--- config.mk ---
export PLATFORM = sky130hd
export DESIGN_NAME = aging_sighting_table_flat
export DESIGN_NICKNAME = d
export VERILOG_FILES = /design/src/ast_pkg.sv /design/src/ast_intf.sv /design/src/aging_sighting_table.sv /design/src/ast_engine.sv /design/src/flat_wrapper.sv
export SDC_FILE = /design/constraint.sdc
export NUM_CORES = 1
export LEC_CHECK = 0
export BUFFER_PORTS_ARGS = -buffer_cell sky130_fd_sc_hd__buf_2
export CORE_MARGIN = 2
export CORE_UTILIZATION = 30
export CTS_CLUSTER_DIAMETER = 150
export CTS_CLUSTER_SIZE = 25
export DETAILED_ROUTE_END_ITERATION = 8
export HOLD_SLACK_MARGIN = 0.02
export PLACE_DENSITY = 0.49
export SETUP_SLACK_MARGIN = 0.5
export SYNTH_ARGS = -nofsm -noshare
export SYNTH_HDL_FRONTEND = slang
export SYNTH_SLANG_ARGS = --single-unit
--- constraint.sdc ---
create_clock -name clk_i -period 8.8 [get_ports clk_i]
set_input_delay 1.76 -clock clk_i [delete_from_list [all_inputs] [get_ports clk_i]]
set_output_delay 1.76 -clock clk_i [all_outputs]
set_load 0.02 [all_outputs]
--- src/ast_pkg.sv ---
// shared types and constants of the aging sighting table
`timescale 1ns / 1ps
`default_nettype none

package ast_pkg;

  // field widths
  localparam int unsigned ACT_W    = 2;
  localparam int unsigned ID_W     = 16;
  localparam int unsigned STATUS_W = 2;
  localparam int unsigned EVICT_W  = 7;
  localparam int unsigned AGE_W    = 8;

  // table size and register reset
  localparam int unsigned TABLE_DEPTH_DEF = 32;
  localparam logic [AGE_W-1:0] AGE_LIMIT_RST = 8'd10;

  // actions of an input item
  typedef enum logic [ACT_W-1:0] {
    ACT_REFRESH = 2'd0,
    ACT_TICK    = 2'd1,
    ACT_LIST    = 2'd2,
    ACT_CLEAR   = 2'd3
  } action_e;

  // status of a result item
  typedef enum logic [STATUS_W-1:0] {
    ST_REFRESHED = 2'd0,
    ST_INSERTED  = 2'd1,
    ST_DROPPED   = 2'd2,
    ST_DONE      = 2'd3
  } status_e;

  // one result item
  typedef struct packed {
    status_e            status;
    logic [ID_W-1:0]    out_id;
    logic               out_kind;
    logic               item_valid;
    logic [EVICT_W-1:0] evicted_count;
    logic               last;
  } res_t;

endpackage

`default_nettype wire

--- src/ast_intf.sv ---
// channel interfaces of the aging sighting table
`timescale 1ns / 1ps
`default_nettype none

// input items
interface ast_in_if import ast_pkg::*; ();
  logic            valid;
  logic            ready;
  logic [ACT_W-1:0] action;
  logic [ID_W-1:0] entity_id;
  logic            entity_kind;

  modport source(output valid, output action, output entity_id, output entity_kind,
                 input ready);
  modport sink(input valid, input action, input entity_id, input entity_kind,
               output ready);
endinterface

// result items
interface ast_out_if import ast_pkg::*; ();
  logic                valid;
  logic                ready;
  logic [STATUS_W-1:0] status;
  logic [ID_W-1:0]     out_id;
  logic                out_kind;
  logic                item_valid;
  logic [EVICT_W-1:0]  evicted_count;
  logic                last;

  modport source(output valid, output status, output out_id, output out_kind,
                 output item_valid, output evicted_count, output last, input ready);
  modport sink(input valid, input status, input out_id, input out_kind,
               input item_valid, input evicted_count, input last, output ready);
endinterface

// age limit register writes
interface ast_cfg_if import ast_pkg::*; ();
  logic             valid;
  logic             ready;
  logic [AGE_W-1:0] age_limit;

  modport source(output valid, output age_limit, input ready);
  modport sink(input valid, input age_limit, output ready);
endinterface

`default_nettype wire

--- src/aging_sighting_table.sv ---
// top level of the aging sighting table
//
// Remembers up to TABLE_DEPTH entities, each an id, a kind and an age in ticks.
// Input channel in_i carries action, entity_id and entity_kind; an item is
// taken when valid and ready are both high. Actions: refresh, tick, list, clear.
// Output channel out_o carries one result item per input, or one per listed
// entry for a list, the final one marked by last.
// Configuration channel cfg_i writes age_limit (reset 10); it is always ready.
// Write it only while the block is idle; the block itself does not enforce this.
// Refresh, tick and list sweep every slot of the slot memory, one slot a cycle
// through its single read port while no list result is stalled; a clear goes
// straight to its final result. The next item is taken once the previous one
// has pushed its final result.
// Results go through one output register, so the next item may start while a
// result waits. When the receiver stalls, a list sweep pauses on the entry
// that cannot be pushed and the final push waits; nothing is lost.
// Reset empties the table at once (per-slot used bits) and needs no clearing
// pass; the slot contents themselves are not reset.
`timescale 1ns / 1ps
`default_nettype none

module aging_sighting_table import ast_pkg::*; #(
  parameter int unsigned TABLE_DEPTH = TABLE_DEPTH_DEF
) (
  input  wire logic clk_i,
  input  wire logic rst_ni,
  ast_in_if.sink    in_i,
  ast_out_if.source out_o,
  ast_cfg_if.sink   cfg_i
);

  logic [AGE_W-1:0] age_limit_q;
  logic out_valid_q;
  res_t out_q;
  logic out_free;
  logic idle;
  logic res_push;
  res_t res;

  // age limit register
  assign cfg_i.ready = 1'b1;

  always_ff @(posedge clk_i or negedge rst_ni) begin
    if (!rst_ni) begin
      age_limit_q <= AGE_LIMIT_RST;
    end else if (cfg_i.valid) begin
      age_limit_q <= cfg_i.age_limit;
    end
  end

  // input handshake
  assign in_i.ready = idle;

  ast_engine #(
    .TABLE_DEPTH(TABLE_DEPTH)
  ) u_engine (
    .clk_i        (clk_i),
    .rst_ni       (rst_ni),
    .start_i      (in_i.valid && in_i.ready),
    .action_i     (in_i.action),
    .entity_id_i  (in_i.entity_id),
    .entity_kind_i(in_i.entity_kind),
    .age_limit_i  (age_limit_q),
    .out_free_i   (out_free),
    .idle_o       (idle),
    .res_push_o   (res_push),
    .res_o        (res)
  );

  // output register
  assign out_free = !out_valid_q || out_o.ready;

  always_ff @(posedge clk_i or negedge rst_ni) begin
    if (!rst_ni) begin
      out_valid_q <= 1'b0;
    end else if (res_push) begin
      out_valid_q <= 1'b1;
    end else if (out_o.ready) begin
      out_valid_q <= 1'b0;
    end
  end

  always_ff @(posedge clk_i) begin
    if (res_push) begin
      out_q <= res;
    end
  end

  assign out_o.valid         = out_valid_q;
  assign out_o.status        = out_q.status;
  assign out_o.out_id        = out_q.out_id;
  assign out_o.out_kind      = out_q.out_kind;
  assign out_o.item_valid    = out_q.item_valid;
  assign out_o.evicted_count = out_q.evicted_count;
  assign out_o.last          = out_q.last;

endmodule

`default_nettype wire

--- src/ast_engine.sv ---
// slot memory and sweep sequencer of the aging sighting table
`timescale 1ns / 1ps
`default_nettype none

module ast_engine import ast_pkg::*; #(
  parameter int unsigned TABLE_DEPTH = TABLE_DEPTH_DEF
) (
  input  wire logic             clk_i,
  input  wire logic             rst_ni,
  input  wire logic             start_i,
  input  wire logic [ACT_W-1:0] action_i,
  input  wire logic [ID_W-1:0]  entity_id_i,
  input  wire logic             entity_kind_i,
  input  wire logic [AGE_W-1:0] age_limit_i,
  input  wire logic             out_free_i,
  output logic                  idle_o,
  output logic                  res_push_o,
  output res_t                  res_o
);

  localparam int unsigned IDX_W = (TABLE_DEPTH > 1) ? $clog2(TABLE_DEPTH) : 1;
  localparam logic [IDX_W-1:0] LAST_IDX = IDX_W'(TABLE_DEPTH - 1);

  typedef enum logic [2:0] {
    S_IDLE   = 3'b001,
    S_SCAN   = 3'b010,
    S_FINISH = 3'b100
  } state_e;

  typedef struct packed {
    logic             kind;
    logic [ID_W-1:0]  key;
    logic [AGE_W-1:0] age;
  } entry_t;

  // slot memory, one read and one write port
  entry_t mem [TABLE_DEPTH];
  entry_t rdata_q;
  logic [IDX_W-1:0] raddr;
  logic mem_we;
  logic [IDX_W-1:0] mem_waddr;
  entry_t mem_wdata;

  state_e state_q, state_d;
  action_e act_q, act_d;
  logic [ID_W-1:0] id_q, id_d;
  logic kind_q, kind_d;
  logic [IDX_W-1:0] cnt_q, cnt_d;
  logic iss_q, iss_d;
  logic dv_q, dv_d;
  logic [IDX_W-1:0] di_q, di_d;
  logic [TABLE_DEPTH-1:0] used_q, used_d;
  logic found_q, found_d;
  logic free_ok_q, free_ok_d;
  logic [IDX_W-1:0] free_idx_q, free_idx_d;
  logic [EVICT_W-1:0] evict_q, evict_d;
  logic pend_v_q, pend_v_d;
  logic [ID_W-1:0] pend_id_q, pend_id_d;

  logic used_hit;
  logic list_match;
  logic stall;
  logic [AGE_W:0] aged;

  assign idle_o = (state_q == S_IDLE);

  // data stage decode
  assign used_hit   = dv_q && used_q[di_q];
  assign list_match = (act_q == ACT_LIST) && used_hit && (rdata_q.kind == kind_q);
  assign stall      = (state_q == S_SCAN) && list_match && pend_v_q && !out_free_i;
  assign raddr      = stall ? di_q : cnt_q;
  assign aged       = {1'b0, rdata_q.age} + (AGE_W + 1)'(1);

  // sequencer
  always_comb begin
    state_d    = state_q;
    act_d      = act_q;
    id_d       = id_q;
    kind_d     = kind_q;
    cnt_d      = cnt_q;
    iss_d      = iss_q;
    dv_d       = dv_q;
    di_d       = di_q;
    used_d     = used_q;
    found_d    = found_q;
    free_ok_d  = free_ok_q;
    free_idx_d = free_idx_q;
    evict_d    = evict_q;
    pend_v_d   = pend_v_q;
    pend_id_d  = pend_id_q;
    mem_we     = 1'b0;
    mem_waddr  = di_q;
    mem_wdata  = '{kind: kind_q, key: id_q, age: '0};
    res_push_o = 1'b0;
    res_o      = '{status: ST_DONE, out_id: '0, out_kind: 1'b0, item_valid: 1'b0,
                   evicted_count: '0, last: 1'b1};

    case (state_q)
      S_IDLE: begin
        if (start_i) begin
          act_d     = action_e'(action_i);
          id_d      = entity_id_i;
          kind_d    = entity_kind_i;
          cnt_d     = '0;
          iss_d     = 1'b1;
          dv_d      = 1'b0;
          found_d   = 1'b0;
          free_ok_d = 1'b0;
          evict_d   = '0;
          pend_v_d  = 1'b0;
          state_d   = (action_e'(action_i) == ACT_CLEAR) ? S_FINISH : S_SCAN;
        end
      end

      S_SCAN: begin
        if (!stall) begin
          // issue stage
          dv_d = iss_q;
          di_d = cnt_q;
          if (iss_q) begin
            cnt_d = cnt_q + IDX_W'(1);
            if (cnt_q == LAST_IDX) begin
              iss_d = 1'b0;
            end
          end else begin
            state_d = S_FINISH;
          end

          // data stage
          case (act_q)
            ACT_REFRESH: begin
              if (used_hit && rdata_q.key == id_q && rdata_q.kind == kind_q) begin
                found_d = 1'b1;
                mem_we  = 1'b1;
              end else if (dv_q && !used_q[di_q] && !free_ok_q) begin
                free_ok_d  = 1'b1;
                free_idx_d = di_q;
              end
            end
            ACT_TICK: begin
              if (used_hit) begin
                if (aged > {1'b0, age_limit_i}) begin
                  used_d[di_q] = 1'b0;
                  evict_d      = evict_q + EVICT_W'(1);
                end else begin
                  mem_we    = 1'b1;
                  mem_wdata = '{kind: rdata_q.kind, key: rdata_q.key,
                                age: aged[AGE_W] ? '1 : aged[AGE_W-1:0]};
                end
              end
            end
            ACT_LIST: begin
              if (list_match) begin
                if (pend_v_q) begin
                  res_push_o = 1'b1;
                  res_o      = '{status: ST_DONE, out_id: pend_id_q, out_kind: kind_q,
                                 item_valid: 1'b1, evicted_count: '0, last: 1'b0};
                end
                pend_v_d  = 1'b1;
                pend_id_d = rdata_q.key;
              end
            end
            default: begin
            end
          endcase
        end
      end

      S_FINISH: begin
        if (out_free_i) begin
          res_push_o = 1'b1;
          state_d    = S_IDLE;
          case (act_q)
            ACT_REFRESH: begin
              if (found_q) begin
                res_o.status = ST_REFRESHED;
              end else if (free_ok_q) begin
                res_o.status       = ST_INSERTED;
                mem_we             = 1'b1;
                mem_waddr          = free_idx_q;
                used_d[free_idx_q] = 1'b1;
              end else begin
                res_o.status = ST_DROPPED;
              end
            end
            ACT_TICK: begin
              res_o.evicted_count = evict_q;
            end
            ACT_LIST: begin
              if (pend_v_q) begin
                res_o.out_id     = pend_id_q;
                res_o.out_kind   = kind_q;
                res_o.item_valid = 1'b1;
              end
            end
            default: begin
              used_d = '0;
            end
          endcase
        end
      end

      default: begin
        state_d = S_IDLE;
      end
    endcase
  end

  // slot memory access
  always_ff @(posedge clk_i) begin
    if (mem_we) begin
      mem[mem_waddr] <= mem_wdata;
    end
    rdata_q <= mem[raddr];
  end

  // control registers
  always_ff @(posedge clk_i or negedge rst_ni) begin
    if (!rst_ni) begin
      state_q <= S_IDLE;
      iss_q   <= 1'b0;
      dv_q    <= 1'b0;
      used_q  <= '0;
    end else begin
      state_q <= state_d;
      iss_q   <= iss_d;
      dv_q    <= dv_d;
      used_q  <= used_d;
    end
  end

  // working registers of the current item
  always_ff @(posedge clk_i) begin
    act_q      <= act_d;
    id_q       <= id_d;
    kind_q     <= kind_d;
    cnt_q      <= cnt_d;
    di_q       <= di_d;
    found_q    <= found_d;
    free_ok_q  <= free_ok_d;
    free_idx_q <= free_idx_d;
    evict_q    <= evict_d;
    pend_v_q   <= pend_v_d;
    pend_id_q  <= pend_id_d;
  end

endmodule

`default_nettype wire

--- src/flat_wrapper.sv ---
// flat-port wrapper written by rule: the top's interface ports become plain ports
module aging_sighting_table_flat import ast_pkg::*;
#(
  parameter int unsigned TABLE_DEPTH = TABLE_DEPTH_DEF
)
  (clk_i, rst_ni, in_i_valid, in_i_action, in_i_entity_id, in_i_entity_kind, in_i_ready, out_o_valid, out_o_status, out_o_out_id, out_o_out_kind, out_o_item_valid, out_o_evicted_count, out_o_last, out_o_ready, cfg_i_valid, cfg_i_age_limit, cfg_i_ready);
  ast_in_if in_i_i ();
  ast_out_if out_o_i ();
  ast_cfg_if cfg_i_i ();
  input  wire logic clk_i;
  input  wire logic rst_ni;
  input wire logic [$bits(in_i_i.valid)-1:0] in_i_valid;
  input wire logic [$bits(in_i_i.action)-1:0] in_i_action;
  input wire logic [$bits(in_i_i.entity_id)-1:0] in_i_entity_id;
  input wire logic [$bits(in_i_i.entity_kind)-1:0] in_i_entity_kind;
  output wire logic [$bits(in_i_i.ready)-1:0] in_i_ready;
  output wire logic [$bits(out_o_i.valid)-1:0] out_o_valid;
  output wire logic [$bits(out_o_i.status)-1:0] out_o_status;
  output wire logic [$bits(out_o_i.out_id)-1:0] out_o_out_id;
  output wire logic [$bits(out_o_i.out_kind)-1:0] out_o_out_kind;
  output wire logic [$bits(out_o_i.item_valid)-1:0] out_o_item_valid;
  output wire logic [$bits(out_o_i.evicted_count)-1:0] out_o_evicted_count;
  output wire logic [$bits(out_o_i.last)-1:0] out_o_last;
  input wire logic [$bits(out_o_i.ready)-1:0] out_o_ready;
  input wire logic [$bits(cfg_i_i.valid)-1:0] cfg_i_valid;
  input wire logic [$bits(cfg_i_i.age_limit)-1:0] cfg_i_age_limit;
  output wire logic [$bits(cfg_i_i.ready)-1:0] cfg_i_ready;
  assign in_i_i.valid = in_i_valid;
  assign in_i_i.action = in_i_action;
  assign in_i_i.entity_id = in_i_entity_id;
  assign in_i_i.entity_kind = in_i_entity_kind;
  assign in_i_ready = in_i_i.ready;
  assign out_o_valid = out_o_i.valid;
  assign out_o_status = out_o_i.status;
  assign out_o_out_id = out_o_i.out_id;
  assign out_o_out_kind = out_o_i.out_kind;
  assign out_o_item_valid = out_o_i.item_valid;
  assign out_o_evicted_count = out_o_i.evicted_count;
  assign out_o_last = out_o_i.last;
  assign out_o_i.ready = out_o_ready;
  assign cfg_i_i.valid = cfg_i_valid;
  assign cfg_i_i.age_limit = cfg_i_age_limit;
  assign cfg_i_ready = cfg_i_i.ready;
  aging_sighting_table #(.TABLE_DEPTH(TABLE_DEPTH)) u_core (.clk_i(clk_i), .rst_ni(rst_ni), .in_i(in_i_i), .out_o(out_o_i), .cfg_i(cfg_i_i));
endmodule
==> flow_summary.ini, run 1 <==
[floorplanning]
fp.dieArea_um2 = 131000
io_pins = 63
core_area_um2 = 127000
num_rows = 131
die_w_um = 362
die_y_um = 362
start_util_pct = 30.2

[setup_path]
crit_family = compound AO/OA/AOI/OAI gates
slowest_delay_ps = 910
crit_slowest_cell = o41ai_4
r2r_cells = 12
required_ps = 9350
crit_chain = buf_4 -> mux2i_1 -> o22ai_1 -> o311a_1 -> o41ai_4 -> mux2i_4 -> buf_12 -> buf_4 -> nor2_1 -> o21ai_0 -> a41oi_1 -> nor4_1
rr_startpoint = u_core.u_engine.di_q[1]
criticalPathCategory = reg -> reg
critPathLaunch = u_core.u_engine.di_q[1]
r2r_slack_ps = 2720
worstSetupEndpointType = flop
path_depth = 12
path_common_cell = buf_4
path_buf_inv = 3
startpoint_type = flop
critical_path.max_fanout = 171
r2r-end = u_core.u_engine.rdata_q[23]
critPathArrivalTime_ps = 6620

[routing]
avgRoutedWirePerCell_um = 24.8
drt_iter0_drc = 2700
drc = 0
vias_per_cell = 5.07
vias = 23400
ant_nets = 0
wirelength_um = 114000
first_pass_iters = 5

[global_routing]
grt_max_degree = 172
met3_usage_pct = 2.29
antenna_found_initial = 0
grt_pass1_wl_um = 163000
busiest_layer = met2
overflow = 0
grt_pass1_vias = 22000
met2_usage_pct = 27.4
grt.total_usage_pct = 17.0
grt_use_met1_pct = 24.1

[sta]
period_needed_ps = 6080
fin_ws_ps = 2720
whs_ps = 526
finalSetupViolations = 0
setup_tns_ps = 0
hold_viol = 0
fin_crit_sh_pct = 69.0
final-max-slew-violation-count = 0
slew_headroom_pct = 12.2
clock.fmax_mhz = 165
rsz0062_at_grt = no
tightest_slew_ps = 1320
fin_skew_ps = 56.1

[min_path]
min-delay-start = u_core.u_engine.used_q[19]
min_to = u_core.u_engine.used_q[19]
hold_depth = 2
hp-class = reg -> reg

[clock_tree]
numCtsBuffers = 44
cts_tree = yes
cts_buffer_depth = 3
clock_sinks = 959
htreeDepth = 2
postCtsSetupRepairBufs = 0
postCtsHoldBufs = 0
clk_pin_slew_worst_paths_ps = 110
root_buffer = clkbuf_16
insertion_delay_ps = 650
cts.repair.resized = 0

[yosys]
yosysWarnings = 0
synth_edf_count = 888
synthArstFlopShare_pct = 4.80
syn_nets = 2958
synth.top_cell.area_share_pct = 69.5
ys_types = 62
synth_seq_cells = 959
synth_area_per_cell_um2 = 13.2
synth_cells = 2911
synth_seq_area_share_pct = 73.8
synthTopCellsByArea = edfxtp_1 (69%), nor2_1 (4.1%), nand2_1 (3.7%), dfrtp_1 (2.8%), o21ai_0 (2.3%)
synth_ff_type = edfxtp_1
synth_top_area_cell = edfxtp_1
syn-cell-area_um2 = 38400

[placement]
post_dp_cell_area_um2 = 41000
post-place-cells = 4527
io_buffers = 61
dp_hpwl_um = 59700
gp_congestion = 0.754
place_ws_ps = 2630

[final_layout]
fillCellCount = 12500
finalNetCount = 2958
post-route-util_pct = 33.3
final_area_um2 = 42300
syn_to_final_growth_pct = 10.2
drive_gt1_share_pct = 8.70
final_cells = 4606

[pwr]
p_leak_nw = 13.2
vdd_drop_max_mv = 0.182
powerDensity_nw_per_um2 = 244
p_total_mw = 10.3

[run]
max-cap-violations = 0

[run_status]
status = finished clean
-- Yosys cell counts, types with 31 or more instances --
| library cell | number |
|---|---|
| edfxtp_1 | 888 |
| nor2_1 | 424 |
| nand2_1 | 383 |
| o21ai_0 | 179 |
| nand3_1 | 128 |
| clkbuf_1 | 100 |
| mux2i_1 | 75 |
| a21oi_1 | 71 |
| o21ai_1 | 70 |
| buf_2 | 56 |
| inv_1 | 52 |
| a31oi_1 | 51 |
| a32oi_1 | 50 |
| a41oi_1 | 50 |
| dfrtp_1 | 43 |
| o22ai_1 | 38 |
| nor4_1 | 31 |
-- per-layer routing --
metal / part of all wire [%] / vias to the layer above / wire (um)
met1: 45 / 11800 / 51000
li1: - / 10700 / -
met5: 0 / - / 0
met3: 6.0 / 124 / 6850
met2: 47 / 744 / 53400
met4: 2.5 / 0 / 2900
-- power breakdown --
group / total (mW) / internal [mW] / switching (mW)
Combinational: 2.35 / 0.644 / 1.70
Sequential: 5.56 / 5.31 / 0.247
Clock: 2.42 / 0.981 / 1.44
-- cell usage in the layout (no fill, tap or decap), drive strengths merged, types with 3 or more instances in the layout --
cell / count
a32oi: 50
xor2: 13
ha: 15
dfrtp: 43
mux2i: 75
nor2b: 4
o21ai: 249
a31oi: 51
nand3b: 11
nand3: 128
o22ai: 38
and2: 25
dfstp: 3
a21oi: 71
mux2: 19
a41oi: 50
o21a: 3
edfxtp: 888
or3: 5
or2: 4
nor2: 424
clkbuf: 75
nand4: 5
inv: 57
or3b: 5
nand2: 383
buf: 126
dfxtp: 25
nand2b: 10
xnor2: 17
nor4: 31
and3: 10
-- logic make-up after synthesis --
logic type,count (synthesis),share of synthesized area (%)
and+or+nand+nor,1050,11.5
DFF,959,73.8
AOI/OAI and AO/OA,536,8.57
buffers and inverters,226,2.44
muxes,94,2.51
xor gates and xnor gates,30,0.684
adders and majority gates,15,0.489
other,1,0.00977
-- worst max path at each step --
stage / to
finish: u_core.u_engine.rdata_q[23]
global route: u_core.u_engine.rdata_q[11]
CTS: u_core.u_engine.rdata_q[23]
detailed placement: u_core.u_engine.rdata_q[23]
global placement: u_core.u_engine.rdata_q[23]
floorplan: u_core.u_engine.mem[18][0]
-- sequential cells by signal (all words and copies together) (netlist names), 3 cells and up --
register / flops
u_core.u_engine.pend_id_q: 16
u_core.age_limit_q: 8
u_core.u_engine.used_q: 32
u_core.u_engine.rdata_q: 25
u_core.out_o.out_id: 16
u_core.u_engine.id_q: 16
u_core.u_engine.evict_q: 7
u_core.u_engine.free_idx_q: 5
u_core.u_engine.state_q: 3
u_core.out_o.evicted_count: 7
u_core.u_engine.cnt_q: 5
u_core.u_engine.di_q: 5
u_core.u_engine.mem: 800
-- worst min-delay path: cells and delay by family (launching register included) --
kind	cells	cell delay, ps
AOI/OAI and AO/OA	1	50
buffers and inverters	1	50
DFF	1	390
-- cell type report --
cell class                      count  area (um2)  area share [%]
Sequential cell                   959       28300            66.9
Multi-Input combinational cell   1726        9600            22.7
Inverter                           54         210           0.497
Antenna cell                        1        2.50         0.00591
Clock inverter                      3        33.8          0.0798
Clock buffer                       75        1240            2.93
Tap cell                         1662        2080            4.91
Timing Repair Buffer              126         831            1.96
Power figures use the tool's default switching activity.
==> run 2, diff against run 1 <==
- ABC_AREA: default -> 1
- clock period: 8.8 -> 6.3 ns (I/O delays scaled with it)
==> flow_summary.ini, run 2 <==
[global_routing]
grt_pass1_wl_um = 179000
antenna_found_initial = 0
grt.total_usage_pct = 16.1
overflow = 0
grt_pass1_vias = 27300
grt_max_degree = 153

[pwr]
p_sw_mw = 7.26
clkPwrFrac_pct = 18.8
comb_power_share_pct = 36.6
p_int_mw = 10.8
p_leak_nw = 19.3
netSwitchingFraction_pct = 40.1
powerDensity_nw_per_um2 = 385
vdd_drop_max_mv = 0.346
p_seq_share_pct = 44.6

[setup_path]
r2r_slack_ps = 1620
path_buf_inv = 3
criticalPathCategory = reg -> reg
crit_chain = inv_2 -> nor3_1 -> nand2_1 -> nand2_1 -> nor2_2 -> nand2_4 -> nand3_4 -> nor2_8 -> nand2_8 -> nand2_1 -> nand2_4 -> inv_8 -> buf_4 -> nand3_1 -> nand3_1 -> nand3_1 -> nand2_1 -> nand2_1 -> nand2_1
startpoint_type = flop
rr_startpoint = u_core.u_engine.di_q[3]
r2r_cells = 19
path_common_cell = nand2_1
worstSetupEndpointType = flop
r2r-end = u_core.u_engine.rdata_q[20]
crit_slowest_cell = edfxtp_1
critPathArrivalTime_ps = 5270
slowest_delay_ps = 710
critical_path.max_fanout = 92
crit_family = simple AND/OR/NAND/NOR gates
required_ps = 6880

[sta]
slew_headroom_pct = 17.9
rsz0062_at_grt = no
final-max-slew-violation-count = 0
finalSetupViolations = 0
fin_crit_sh_pct = 74.3
period_needed_ps = 4680
clock.fmax_mhz = 214
fin_skew_ps = 29.8
tightest_slew_ps = 1230
setup_tns_ps = 0
fin_ws_ps = 1620
hold_viol = 0

[placement]
gp_congestion = 0.808
place_ws_ps = 1270
io_buffers = 61
dp_hpwl_um = 67900

[yosys]
yosysWarnings = 0
yosysMostFrequentCell = nand2_1
syn_nets = 4239
synth_seq_cells = 959
synthTopCellsByCount = nand2_1 (891), edfxtp_1 (888), nand3_1 (855)
synth_seq_area_share_pct = 65.7
synthArstFlopShare_pct = 4.80
ys_types = 57
synth_cells = 4192
syn-cell-area_um2 = 43100
synth_ff_type = edfxtp_1
synth_top_area_cell = edfxtp_1
synth_edf_count = 888
synth_area_per_cell_um2 = 10.3
synth.top_cell.area_share_pct = 61.8
synthTopCellsByArea = edfxtp_1 (62%), nand3_1 (9.9%), nand2_1 (7.8%), inv_1 (6.9%), dfrtp_1 (2.5%)

[floorplanning]
io_pins = 63
die_y_um = 383
die_w_um = 383
fp.dieArea_um2 = 147000
num_rows = 139
start_util_pct = 30.1
core_area_um2 = 143000

[final_layout]
post-route-util_pct = 32.8
drive_gt1_share_pct = 6.74
finalNetCount = 4194
final_cell_mix = nand2_1 (890), edfxtp_1 (888), nand3_1 (854), inv_1 (789), nand3b_1 (108)
multiInputGateArea_um2 = 11100
final_common_cell = nand2_1
fillCellCount = 14500
register_area_um2 = 28300
top_register = u_core.u_engine.mem
syn_to_final_growth_pct = 9.02
reg_top3 = u_core.u_engine.mem (800), u_core.u_engine.used_q (32), u_core.u_engine.rdata_q (25)
largest_register_ffs = 800

[clock_tree]
clock_sinks = 959
htreeDepth = 2
postCtsSetupRepairBufs = 0
cts_tree = yes
cts.repair.resized = 0
numCtsBuffers = 44
clk_pin_slew_worst_paths_ps = 110
postCtsHoldBufs = 0
insertion_delay_ps = 670
cts_buffer_depth = 3
root_buffer = clkbuf_16

[routing]
ant_nets = 0
wirelength_um = 120000
vias = 28400
first_pass_iters = 6
vias_per_cell = 4.67
drc = 0
avgRoutedWirePerCell_um = 19.6
drt_iter0_drc = 2634

[min_path]
hold_depth = 0
hp-class = reg -> reg
min-delay-start = u_core.u_engine.rdata_q[12]
min_to = u_core.u_engine.pend_id_q[4]

[run_status]
status = finished clean

[run]
max-cap-violations = 0
[run 2: changes by cell type after synthesis, sizes merged, moves of 75 or more]
cell / change
nor2: -320
buf: +88
nand3b: +97
inv: +744
o21ai: -192
nand2: +513
nand3: +730
mux2i: -75
[run 2: layout make-up]
| cell class | instances | share of cell area, % |
|---|---|---|
| clock inverters | 3 | 0.0878 |
| well taps | 1903 | 5.06 |
| multi-input cells | 2214 | 23.6 |
| clock buffers | 78 | 2.61 |
| flip-flops and latches | 959 | 60.2 |
| repair buffers | 128 | 1.99 |
| diodes | 1 | 0.00532 |
| inverters | 800 | 6.41 |
[run 2: cells by family after synthesis]
kind of cell	count (synthesis)	share of synthesized area, %
AOI/OAI and AO/OA	143	1.99
xor gates and xnor gates	16	0.325
adders and majority gates	15	0.435
buffers and inverters	1019	9.57
DFF	959	65.7
muxes	10	0.261
other	1	0.00870
and+or+nand+nor	2029	21.7
[run 2: how the worst max path moves through the flow]
stage,from,endpoint,depth (start not counted),slack (ps)
2_1_floorplan,out_o_ready,u_core.u_engine.mem[0][0],10,1950
5_1_grt,u_core.u_engine.di_q[3],u_core.u_engine.rdata_q[20],19,1280
3_5_place_dp,out_o_ready,u_core.u_engine.mem[29][11],8,1270
4_1_cts,u_core.u_engine.di_q[3],u_core.u_engine.rdata_q[20],19,1530
3_3_place_gp,out_o_ready,u_core.u_engine.mem[29][14],8,1250
6_report,u_core.u_engine.di_q[3],u_core.u_engine.rdata_q[20],19,1620
[run 2: layer usage]
layer  up-vias  global-route usage, %  part of all wire [%]
met4         0                   4.47                   2.6
met5         -                      0                     0
met3       136                   1.62                   4.1
met1     14000                   22.3                    46
met2       619                   26.7                    47
li1      13700                      -                     -
[run 2: stage by stage]
stage	power (mW)	std cells	instance area (um2)	hold WS [ps]
detailed placement	14.9	6004	45700	430
CTS	18.3	6085	47000	466
floorplan	12.4	4192	43100	408
finish	18.1	6086	47000	471
global route	19.1	6085	47000	482
global placement	14.9	6004	45700	417
[run 2: power by group through the flow]
stage,registers (mW),logic [mW],clock network (mW)
finish,8.06,6.63,3.40
global route,8.10,7.30,3.70
CTS,8.07,6.73,3.50
detailed placement,8.22,6.71,0
global placement,8.21,6.69,0
floorplan,8.12,4.25,0
